File: config.mk
export PLATFORM = sky130hd
export DESIGN_NAME = ttsb_front
export DESIGN_NICKNAME = d
export VERILOG_FILES = /design/src/rtl/core/ttsb_pkg.sv /design/src/rtl/core/ttsb_front.sv
export SDC_FILE = /design/constraint.sdc
export NUM_CORES = 1
export LEC_CHECK = 0
export ABC_AREA = 1
export CORE_ASPECT_RATIO = 0.6
export CORE_MARGIN = 1.5
export CORE_UTILIZATION = 25
export DETAILED_ROUTE_END_ITERATION = 16
export DONT_BUFFER_PORTS = 1
export SKIP_LAST_GASP = 1
export SLEW_MARGIN = 20
export SYNTH_ARGS = -nofsm -noshare
export SYNTH_HDL_FRONTEND = slang
export SYNTH_SLANG_ARGS = --single-unit
File: constraint.sdc
create_clock -name clk -period 4 [get_ports clk]
set_clock_uncertainty 0.1 [all_clocks]
set_input_delay 0.8 -clock clk [delete_from_list [all_inputs] [get_ports clk]]
set_output_delay 0.8 -clock clk [all_outputs]
set_load 0.02 [all_outputs]
File: src/rtl/core/ttsb_pkg.sv
// Shared types, constants and helper functions for the text terminal screen buffer.
package ttsb_pkg;

    localparam int MAX_COLUMNS = 64;
    localparam int MAX_ROWS    = 16;
    localparam int CELL_DEPTH  = MAX_COLUMNS * MAX_ROWS;
    localparam int ADDR_W      = $clog2(CELL_DEPTH);
    localparam int COL_W       = 6;
    localparam int ROW_W       = 4;
    localparam int GEO_COL_W   = $clog2(MAX_COLUMNS + 1);
    localparam int GEO_ROW_W   = $clog2(MAX_ROWS + 1);
    localparam int BASE_W      = ADDR_W + 1;

    localparam int QUEUE_DEPTH = 2;
    localparam int QPTR_W      = $clog2(QUEUE_DEPTH);
    localparam int QCNT_W      = $clog2(QUEUE_DEPTH + 1);

    localparam logic [7:0] BLANK_CELL = 8'd32;
    localparam logic [7:0] RESET_CELL = 8'd0;

    localparam logic [2:0] OP_PUT_CHAR    = 3'd0;
    localparam logic [2:0] OP_NEWLINE     = 3'd1;
    localparam logic [2:0] OP_CLEAR       = 3'd2;
    localparam logic [2:0] OP_MOVE        = 3'd3;
    localparam logic [2:0] OP_READ        = 3'd4;
    localparam logic [2:0] OP_CLEAR_DIRTY = 3'd5;

    localparam logic [1:0] FONT_42X16 = 2'd0;
    localparam logic [1:0] FONT_64X16 = 2'd1;
    localparam logic [1:0] FONT_32X8  = 2'd2;
    localparam logic [1:0] FONT_25X8  = 2'd3;

    localparam int FONT0_COLS = 42;
    localparam int FONT1_COLS = 64;
    localparam int FONT2_COLS = 32;
    localparam int FONT3_COLS = 25;
    localparam int TALL_ROWS  = 16;
    localparam int SHORT_ROWS = 8;

    typedef struct packed {
        logic [2:0]        opcode;
        logic [7:0]        char_code;
        logic signed [7:0] target_column;
        logic signed [7:0] target_row;
    } in_item_t;

    typedef struct packed {
        logic [5:0]  cursor_column;
        logic [3:0]  cursor_row;
        logic [15:0] dirty_rows;
        logic [7:0]  scroll_total;
        logic [7:0]  cell_value;
    } out_item_t;

    typedef enum logic [2:0] {
        CMD_PUT,
        CMD_NEWLINE,
        CMD_CLEAR,
        CMD_MOVE,
        CMD_READ,
        CMD_CLEAR_DIRTY,
        CMD_NOP
    } cmd_kind_t;

    typedef struct packed {
        cmd_kind_t        kind;
        logic [7:0]       char_code;
        logic [COL_W-1:0] tcol;
        logic [ROW_W-1:0] trow;
    } cmd_t;

    typedef struct packed {
        logic valid;
        cmd_t cmd;
    } cmd_chan_t;

    typedef struct packed {
        logic cmd_pop;
        logic init_busy;
    } back_ctl_t;

    typedef enum logic [2:0] {
        ST_INIT,
        ST_IDLE,
        ST_READ,
        ST_COPY,
        ST_FLUSH,
        ST_FILL,
        ST_DONE
    } back_state_t;

    // Number of columns of a font mode, capped at the store width.
    function automatic logic [GEO_COL_W-1:0] geo_cols(input logic [1:0] mode);
        int raw;
        unique case (mode)
            FONT_42X16: raw = FONT0_COLS;
            FONT_64X16: raw = FONT1_COLS;
            FONT_32X8:  raw = FONT2_COLS;
            FONT_25X8:  raw = FONT3_COLS;
            default:    raw = FONT0_COLS;
        endcase
        if (raw > MAX_COLUMNS)
            raw = MAX_COLUMNS;
        return GEO_COL_W'(raw);
    endfunction

    // Number of rows of a font mode, capped at the store height.
    function automatic logic [GEO_ROW_W-1:0] geo_rows(input logic [1:0] mode);
        int raw;
        unique case (mode)
            FONT_42X16: raw = TALL_ROWS;
            FONT_64X16: raw = TALL_ROWS;
            FONT_32X8:  raw = SHORT_ROWS;
            FONT_25X8:  raw = SHORT_ROWS;
            default:    raw = TALL_ROWS;
        endcase
        if (raw > MAX_ROWS)
            raw = MAX_ROWS;
        return GEO_ROW_W'(raw);
    endfunction

    // Saturates a signed byte to the range 0..limit-1.
    function automatic logic [GEO_COL_W-1:0] clamp_target(input logic [7:0] raw,
                                                          input logic [GEO_COL_W-1:0] limit);
        logic [GEO_COL_W-1:0] res;
        if (raw[7])
            res = '0;
        else if (raw >= 8'(limit))
            res = limit - GEO_COL_W'(1);
        else
            res = GEO_COL_W'(raw);
        return res;
    endfunction

endpackage

File: src/rtl/core/ttsb_front.sv
// Command front end: accepts items, decodes and clamps them, and queues them for the back end.
module ttsb_front import ttsb_pkg::*;
(
    input  logic       clk,
    input  logic       rst_n,
    input  logic [1:0] font_mode,
    input  logic       push,
    output logic       full,
    input  in_item_t   item,
    input  back_ctl_t  back_ctl,
    output cmd_chan_t  cmd_chan
);

    cmd_t                q_reg [QUEUE_DEPTH];
    logic [QPTR_W-1:0]   wr_reg;
    logic [QPTR_W-1:0]   rd_reg;
    logic [QCNT_W-1:0]   cnt_reg;
    logic [QCNT_W-1:0]   cnt_next;
    logic                accept;
    cmd_t                decoded;
    logic [GEO_COL_W-1:0] cols;
    logic [GEO_ROW_W-1:0] rows;

    assign cols   = geo_cols(font_mode);
    assign rows   = geo_rows(font_mode);
    assign full   = (cnt_reg == QCNT_W'(QUEUE_DEPTH)) || back_ctl.init_busy;
    assign accept = push && !full;

    // Opcode decode and target saturation happen here, so the back end sees clean commands.
    always_comb
    begin
        unique case (item.opcode)
            OP_PUT_CHAR:    decoded.kind = CMD_PUT;
            OP_NEWLINE:     decoded.kind = CMD_NEWLINE;
            OP_CLEAR:       decoded.kind = CMD_CLEAR;
            OP_MOVE:        decoded.kind = CMD_MOVE;
            OP_READ:        decoded.kind = CMD_READ;
            OP_CLEAR_DIRTY: decoded.kind = CMD_CLEAR_DIRTY;
            default:        decoded.kind = CMD_NOP;
        endcase
        decoded.char_code = item.char_code;
        decoded.tcol      = COL_W'(clamp_target(item.target_column, cols));
        decoded.trow      = ROW_W'(clamp_target(item.target_row, GEO_COL_W'(rows)));
    end

    always_comb
    begin
        cnt_next = cnt_reg;
        if (accept && !back_ctl.cmd_pop)
            cnt_next = cnt_reg + QCNT_W'(1);
        else if (!accept && back_ctl.cmd_pop)
            cnt_next = cnt_reg - QCNT_W'(1);
    end

    always_ff @(posedge clk or negedge rst_n)
    begin
        if (!rst_n)
        begin
            wr_reg  <= '0;
            rd_reg  <= '0;
            cnt_reg <= '0;
        end
        else
        begin
            cnt_reg <= cnt_next;
            if (accept)
                wr_reg <= wr_reg + QPTR_W'(1);
            if (back_ctl.cmd_pop)
                rd_reg <= rd_reg + QPTR_W'(1);
        end
    end

    always_ff @(posedge clk)
    begin
        if (accept)
            q_reg[wr_reg] <= decoded;
    end

    assign cmd_chan.valid = (cnt_reg != '0);
    assign cmd_chan.cmd   = q_reg[rd_reg];

endmodule

==> run metrics, run 1 <==
status=complete, no violations; final worst path period share=0.6790; Leak Pwr=about 0.94 nW; Clk network pwr share=0.310; Final HPWL DP=2.971 mm; reg2reg setup slack=2130 ps; Tightest Hold Check Type=input pin to async pin; Synth Register Bits=46; clk_lat worst skew=280 ps; Reg power frac=0.454; Synth area leader=edfxtp_1; Placement Rows=26; fin crit period=around 2700 ps; adder-cell share of the synthesized area=0.08092; mux contribution to synthesized area=0.1092; Max FO, Critical Path=22; # diodes=0; Clock Pin Slew Worst Setup and Hold Paths=60 ps; sequential-to-total area share from yosys stat=0.6289; Final Non-Filler Cells=283; initial DRC count=61; power share of the combinational group=0.235; Synth warnings=0; number of global-route vias before repair=1123; cts bufs inserted=5; Slowest Stage Delay on Critical Path=1020 ps; Resized cells post-CTS=0; hold buffer count at CTS=0; Largest register FFs=42; Required @ worst endpoint=about 3100 ps; max_cap viols=0; GPL Wtd Cong=0.7131; Synth Area in Compound Gates=0.03121; Max Slew Vio Count=0; crit-path leading delay family=flip-flops; Final Hold Viols=0; area grow syn2layout=14.28%; FF-to-FF Start=cnt_reg[0]; die height=75.08 um; CTS tree=built; IO Port Bufs=0; nets=218; Synth Cell Area=2165 sq um; first-pass GRT wire length=5.865 mm; Post-CTS Setup Inserts=0; Tightest Pin Transition=between 1000 and 1500 ps; H-tree depth=2; Critical Path Start Type=flip-flop; synth top area cells=edfxtp_1 58%, mux2_1 11%, ha_1 8.1%; P_sw=0.0004721 W; Setup violations, final=0; die area=9244 sq um; worst rel slew slack=0.3188; Total GRT Usage=0.09080; drt drc=0; reg-to-reg critical path endpoint=q_reg[0][7]; cell area after layout=2474 sq um; VDD IR max=roughly 0.17 mV; CP Class=flip-flop to primary output; Slowest-stage cell, CP=dfrtp_1; Unique masters post-synth=27; post-synth top area share=0.5827; Worst Path Buf+Inv=0; Int Power=0.001015 W; WP data arrival=between 1500 and 2000 ps; largest net degree at the start of global routing=23; initial antenna violation count=0; setup tns final=0 ps; clock sinks=46; placed cell areas=2307 sq um; starting density of the core=0.2559; cells after synthesis=roughly 170; mean post-synth cell area=13.12 sq um; Fmax achieved=368.2 MHz; Post-DRT Antenna Nets=0; Synth Area in Simple Gates=0.08613; Via Count=1178; final wirelength=4.030 mm; sw frac=0.3176; Pre-antenna DRT Iters=4; Worst Setup End Kind=primary output; CP cell instances=mux2_1; PwrDens=601.0 nW/um^2; wire per inst=~14 um; syn_nets=213; path depth of the worst reg2reg path=5; Via-to-Cell Ratio=4.163; crit path from=rd_reg; RSZ-0062 raised after global routing=no; Max Root-Sink Buffers=2; Inst Count DP=275; Core ar.=8458 sq um; Pwr Total=approximately 0.0015 W; clk root buf=clkbuf_16; chip width=123.1 um; largest family of logic cells by synthesized area=multiplexers; Synth Area in XOR/XNOR=0.01618; layout cells sized above 1=0.1170; io pins=57; total gr overflow=0
[cells in the mapped netlist (all sizes together)]
master / count
or2: 2
a21boi: 1
dfrtp: 4
ha: 14
buf: 2
clkbuf: 2
nand3: 2
nand2: 20
nor3: 1
a21oi: 4
clkinv: 2
edfxtp: 42
xnor2: 1
nor2: 14
nor4: 1
mux2: 21
inv: 20
xor2: 3
o21ai: 8
nand3b: 1
[metal layers]
metal	global-route usage	up-vias	routed length, um
met1	0.1184	551	1821
li1	-	576	-
met4	0.03065	0	27
met5	0	-	0
met2	0.1204	47	1605
met3	0.05909	4	576
[power groups by stage]
stage / sequential, W / clock, W / combinational, W
detailed placement: 0.000690 / 0 / 0.000356
finish: 0.000675 / 0.000461 / 0.000350
global placement: 0.000687 / 0 / 0.000352
floorplan: 0.000639 / 0 / 0.000331
CTS: 0.000681 / 0.000477 / 0.000359
global route: 0.000687 / 0.000496 / 0.000385
[final cells by class]
| class | instances | area (sq um) |
|---|---|---|
| Clock buffer | 6 | 128.9 |
| Clock inverter | 2 | 37.54 |
| Sequential cell | 46 | 1361 |
| Multi-Input combinational cell | 93 | 705.7 |
| Timing Repair Buffer | 2 | 15.01 |
| Tap cell | 112 | 140.1 |
| Fill cell | 879 | 5984 |
| Inverter | 22 | 85.08 |
[worst max path at each step]
stage / endpoint / slack, ps / cells past startpoint
floorplan: q_reg[0][0] / 1600 / 3
global placement: q_reg[0][3] / 1520 / 8
detailed placement: q_reg[0][1] / 1470 / 8
CTS: cmd_chan[4] / 1210 / 1
global route: cmd_chan[14] / 1180 / 1
finish: cmd_chan[4] / 1280 / 1
[kinds of logic (layout without fill, tap and decap cells)]
group,Yosys count,in the layout
compound gates,13,13
xor+xnor,4,4
fa+ha+maj,14,14
buf+inv,26,32
flops,46,46
mux,21,21
simple gates,41,41
[metrics by stage]
stage                 util  hold slack, ps  worst slack, ps
floorplan                -           365.6             1602
global placement    0.2728           383.9             1523
detailed placement  0.2728           382.8             1469
CTS                 0.2925           94.32             1213
global route        0.2925           85.67             1180
finish              0.2925           105.5             1284
[placed cells by master (no fill, tap or decap), types with 2 or more instances in the layout]
master | netlist | final
inv_2 | 2 | 2
nand2_2 | 3 | 3
nor2_2 | 1 | 3
inv_1 | 17 | 17
mux2_1 | 21 | 21
clkinv_1 | 2 | 2
clkbuf_16 | 0 | 5
nor2_1 | 13 | 11
buf_4 | 0 | 2
o21ai_1 | 7 | 7
a21oi_1 | 4 | 4
edfxtp_1 | 42 | 42
xor2_1 | 3 | 3
ha_1 | 14 | 14
nand3_1 | 2 | 2
dfrtp_1 | 4 | 4
nand2_1 | 16 | 16
Note: power is estimated with default switching activity, not from simulation.
==> run 2, diff against run 1 <==
- ABC_AREA: 1 -> 0
- clock period: 4 -> 2.7 ns (I/O delays scaled with it)
==> run 2 against run 1 <==
Effect of this change: wire length down 0.89%; sequential power up 44%; non-clock buffer count up 4; die area down 0.83%; worst hold slack better by 120 ps; final cell count down 8.8%; via count down 7.5%; combinational power up 76%; utilization up 1.2 points; flip-flop and latch count unchanged; largest cell class unchanged; highest routed layer unchanged.
==> run metrics, run 2 <==
synth top area cells=edfxtp_1 59%, mux2_2 11%, ha_1 8.2%; syn_nets=188 (-12%); Tightest Hold Check Type=input pin to flip-flop; Hold Path End=rd_reg; GRT Max-Usage Layer=met2; commonest non-fill, non-tap cell in the layout=edfxtp_1; met3 Use GR=0.06591 (+0.006818); Required @ worst endpoint=2620 ps (-480 ps); initial DRC count=42 (-31%); worst setup margin=311.4 ps (-972.7 ps); area grow syn2layout=15.04%; RSZ-0062 raised after global routing=no; Worst Setup End Kind=flip-flop; Pre-antenna DRT Iters=4 (unchanged); final worst path period share=0.8847; cell count of the worst hold path=1; status=complete, no violations; fin crit period=approximately 2400 ps; drt drc=0 (unchanged); CTS tree=built; dominant cell by count in the synthesized netlist=edfxtp_1; P_sw=0.0006844 W (+45%); PwrDens=880.9 nW/um^2 (+47%); Max Slew Vio Count=0 (unchanged); critical path's most frequent cell=ha_1; Final HPWL DP=3.004 mm (+1.1%); chip width=122.6 um (-0.42%); layout cells sized above 1=0.2600 (+0.1430); grt met1 use=0.1068 (-0.01164); VDD IR max=0.3638 mV (+120%); post-synth top area share=0.5878 (+0.005096); GR Util met2=0.1328 (+0.01247); Clock Pin Slew Worst Setup and Hold Paths=70 ps (about the same); Slowest-stage cell, CP=or4_4; Core ar.=8102 sq um (-4.2%); DP Worst Slack=21.52 ps (-1448 ps); Tightest Pin Transition=502.7 ps (-519.1 ps); Final Hold Viols=0 (unchanged); Post-CTS Setup Inserts=0 (unchanged); Post-synth EDFFs=42 (unchanged); H-tree depth=2 (unchanged); die area=9167 sq um (-0.83%); Post-synth ARST share=0.08696 (unchanged); nets=197 (-9.6%); # diodes=0 (unchanged); max_cap viols=0 (unchanged); CP Class=input pin to flip-flop; CP cell instances=inv_1, ha_1, or2_2, ha_1, or4_4, a21oi_2, mux2_1; WP data arrival=2310 ps (+490 ps); Synth Flop Type=edfxtp_1; Reg power frac=0.448 (-0.006); Largest register FFs=42 (unchanged); Fmax achieved=418.6 MHz; wire per inst=15.48 um (+8.7%); reg2reg setup slack=1020 ps (-1110 ps); clock sinks=46 (unchanged); Synth Cell Area=2146 sq um (-0.87%); most frequent cells in the layout=42 x edfxtp_1, 21 x mux2_2, 14 x inv_1, 14 x ha_1; synth cell count leaders=42 x edfxtp_1, 21 x mux2_2, 14 x ha_1, 14 x inv_1; first-pass GRT wire length=5.851 mm (-0.24%); sequential-to-total area share from yosys stat=0.6344 (+0.005501); starting density of the core=0.2649 (+0.008948); Synth area leader=edfxtp_1; Resized cells post-CTS=0 (unchanged); reg-to-reg critical path endpoint=q_reg[0][2]; largest net degree at the start of global routing=22 (-4.3%); Unique masters post-synth=31 (+15%); Slowest Stage Delay on Critical Path=530 ps (-490 ps); die height=74.77 um (-0.41%); io pins=57 (unchanged); mean post-synth cell area=15.33 sq um (+17%); Clk network pwr share=0.268 (-0.042); cells after synthesis=140 (-15%); Worst Hold Launch=back_ctl[1]; number of global-route vias before repair=1075 (-4.3%); clk_lat worst skew=280 ps (about the same); GPL Wtd Cong=0.6564 (-8.0%); Post-DRT Antenna Nets=0 (unchanged); Synth Register Bits=46 (unchanged); Synth warnings=0 (unchanged); Int Power=0.001490 W (+47%); initial antenna violation count=0 (unchanged); IO Port Bufs=0 (unchanged); setup tns final=0 ps (unchanged); Critical Path Start Type=input pin; Setup violations, final=0 (unchanged); Via-to-Cell Ratio=4.225 (+1.5%); clk root buf=clkbuf_16; final wirelength=3.994 mm (-0.89%); FF-to-FF Start=cnt_reg[0]; cts bufs inserted=5 (unchanged); hold buffer count at CTS=1 (+1); power share of the combinational group=0.284 (+0.049); total gr overflow=0 (unchanged); Total GRT Usage=0.09012 (-0.0006806); Placement Rows=25 (-3.8%); Leak Pwr=0.9227 nW (-1.9%); worst rel slew slack=0.6649 (+0.3461); path depth of the worst reg2reg path=5 (unchanged); Max Root-Sink Buffers=2 (unchanged); Max FO, Critical Path=5 (-77%); Via Count=1090 (-7.5%); sw frac=0.3147 (-0.002833)
## run 2: cells by family (layout without fill, tap and decap cells)
logic type,after synthesis,in the layout,synth area share
AO/OA/AOI/OAI,14,14,0.04782
XOR/XNOR,5,5,0.02041
adder cells (fa/ha/maj),14,14,0.08163
buffers and inverters,18,28,0.03265
flip-flops,46,46,0.6344
multiplexers,27,27,0.1411
AND/OR/NAND/NOR,16,16,0.04198
## run 2: cell type report
type | instances | area, sq um
fillers | 818 | 5633
flip-flops and latches | 46 | 1361
multi-input cells | 76 | 716.9
well taps | 108 | 135.1
clock buffers | 6 | 128.9
repair buffers | 6 | 60.06
inverters | 14 | 52.55
clock inverters | 2 | 13.76
## run 2: critical path, delay by kind of cell
| kind | cells | cell delay, ps |
|---|---|---|
| mux | 1 | 350 |
| fa+ha+maj | 2 | 380 |
| buf+inv | 1 | 50 |
| simple gates | 2 | 860 |
| compound gates | 1 | 140 |
## run 2: worst max-delay path by stage
stage | start | to | slack (ps) | cells after the start
after global routing | font_mode[0] | q_reg[1][3] | 170 | 8
after floorplan | font_mode[0] | q_reg[0][3] | 60 | 7
after detailed placement | font_mode[0] | q_reg[0][3] | 20 | 7
final | font_mode[0] | q_reg[0][3] | 310 | 7
after global placement | font_mode[0] | q_reg[1][3] | 40 | 7
after CTS | font_mode[0] | q_reg[0][3] | 310 | 7
## run 2: power groups by stage
| stage | combinational (W) | clock, W | sequential [W] |
|---|---|---|---|
| 2_1_floorplan | 0.000517 | 0 | 0.000954 |
| 3_3_place_gp | 0.000625 | 0 | 0.000986 |
| 3_5_place_dp | 0.000628 | 0 | 0.000993 |
| 4_1_cts | 0.000634 | 0.000605 | 0.000979 |
| 5_1_grt | 0.000665 | 0.000631 | 0.000988 |
| 6_report | 0.000617 | 0.000583 | 0.000975 |
## run 2: layer usage
metal	routed length [um]	vias to the layer above
met1	1831	512
met3	496	2
li1	-	530
met5	0	-
met2	1656	46
met4	10	0
## run 2: per-stage QoR
step	cells	area [sq um]	utilization	power (W)	hold slack, ps
after floorplan	140	2146	-	0.001472	144.4
after global placement	249	2316	0.2859	0.001611	144.5
after detailed placement	249	2316	0.2859	0.001621	144.5
after CTS	258	2469	0.3047	0.002218	223.5
after global routing	258	2469	0.3047	0.002283	215.2
final	258	2469	0.3047	0.002174	229.5
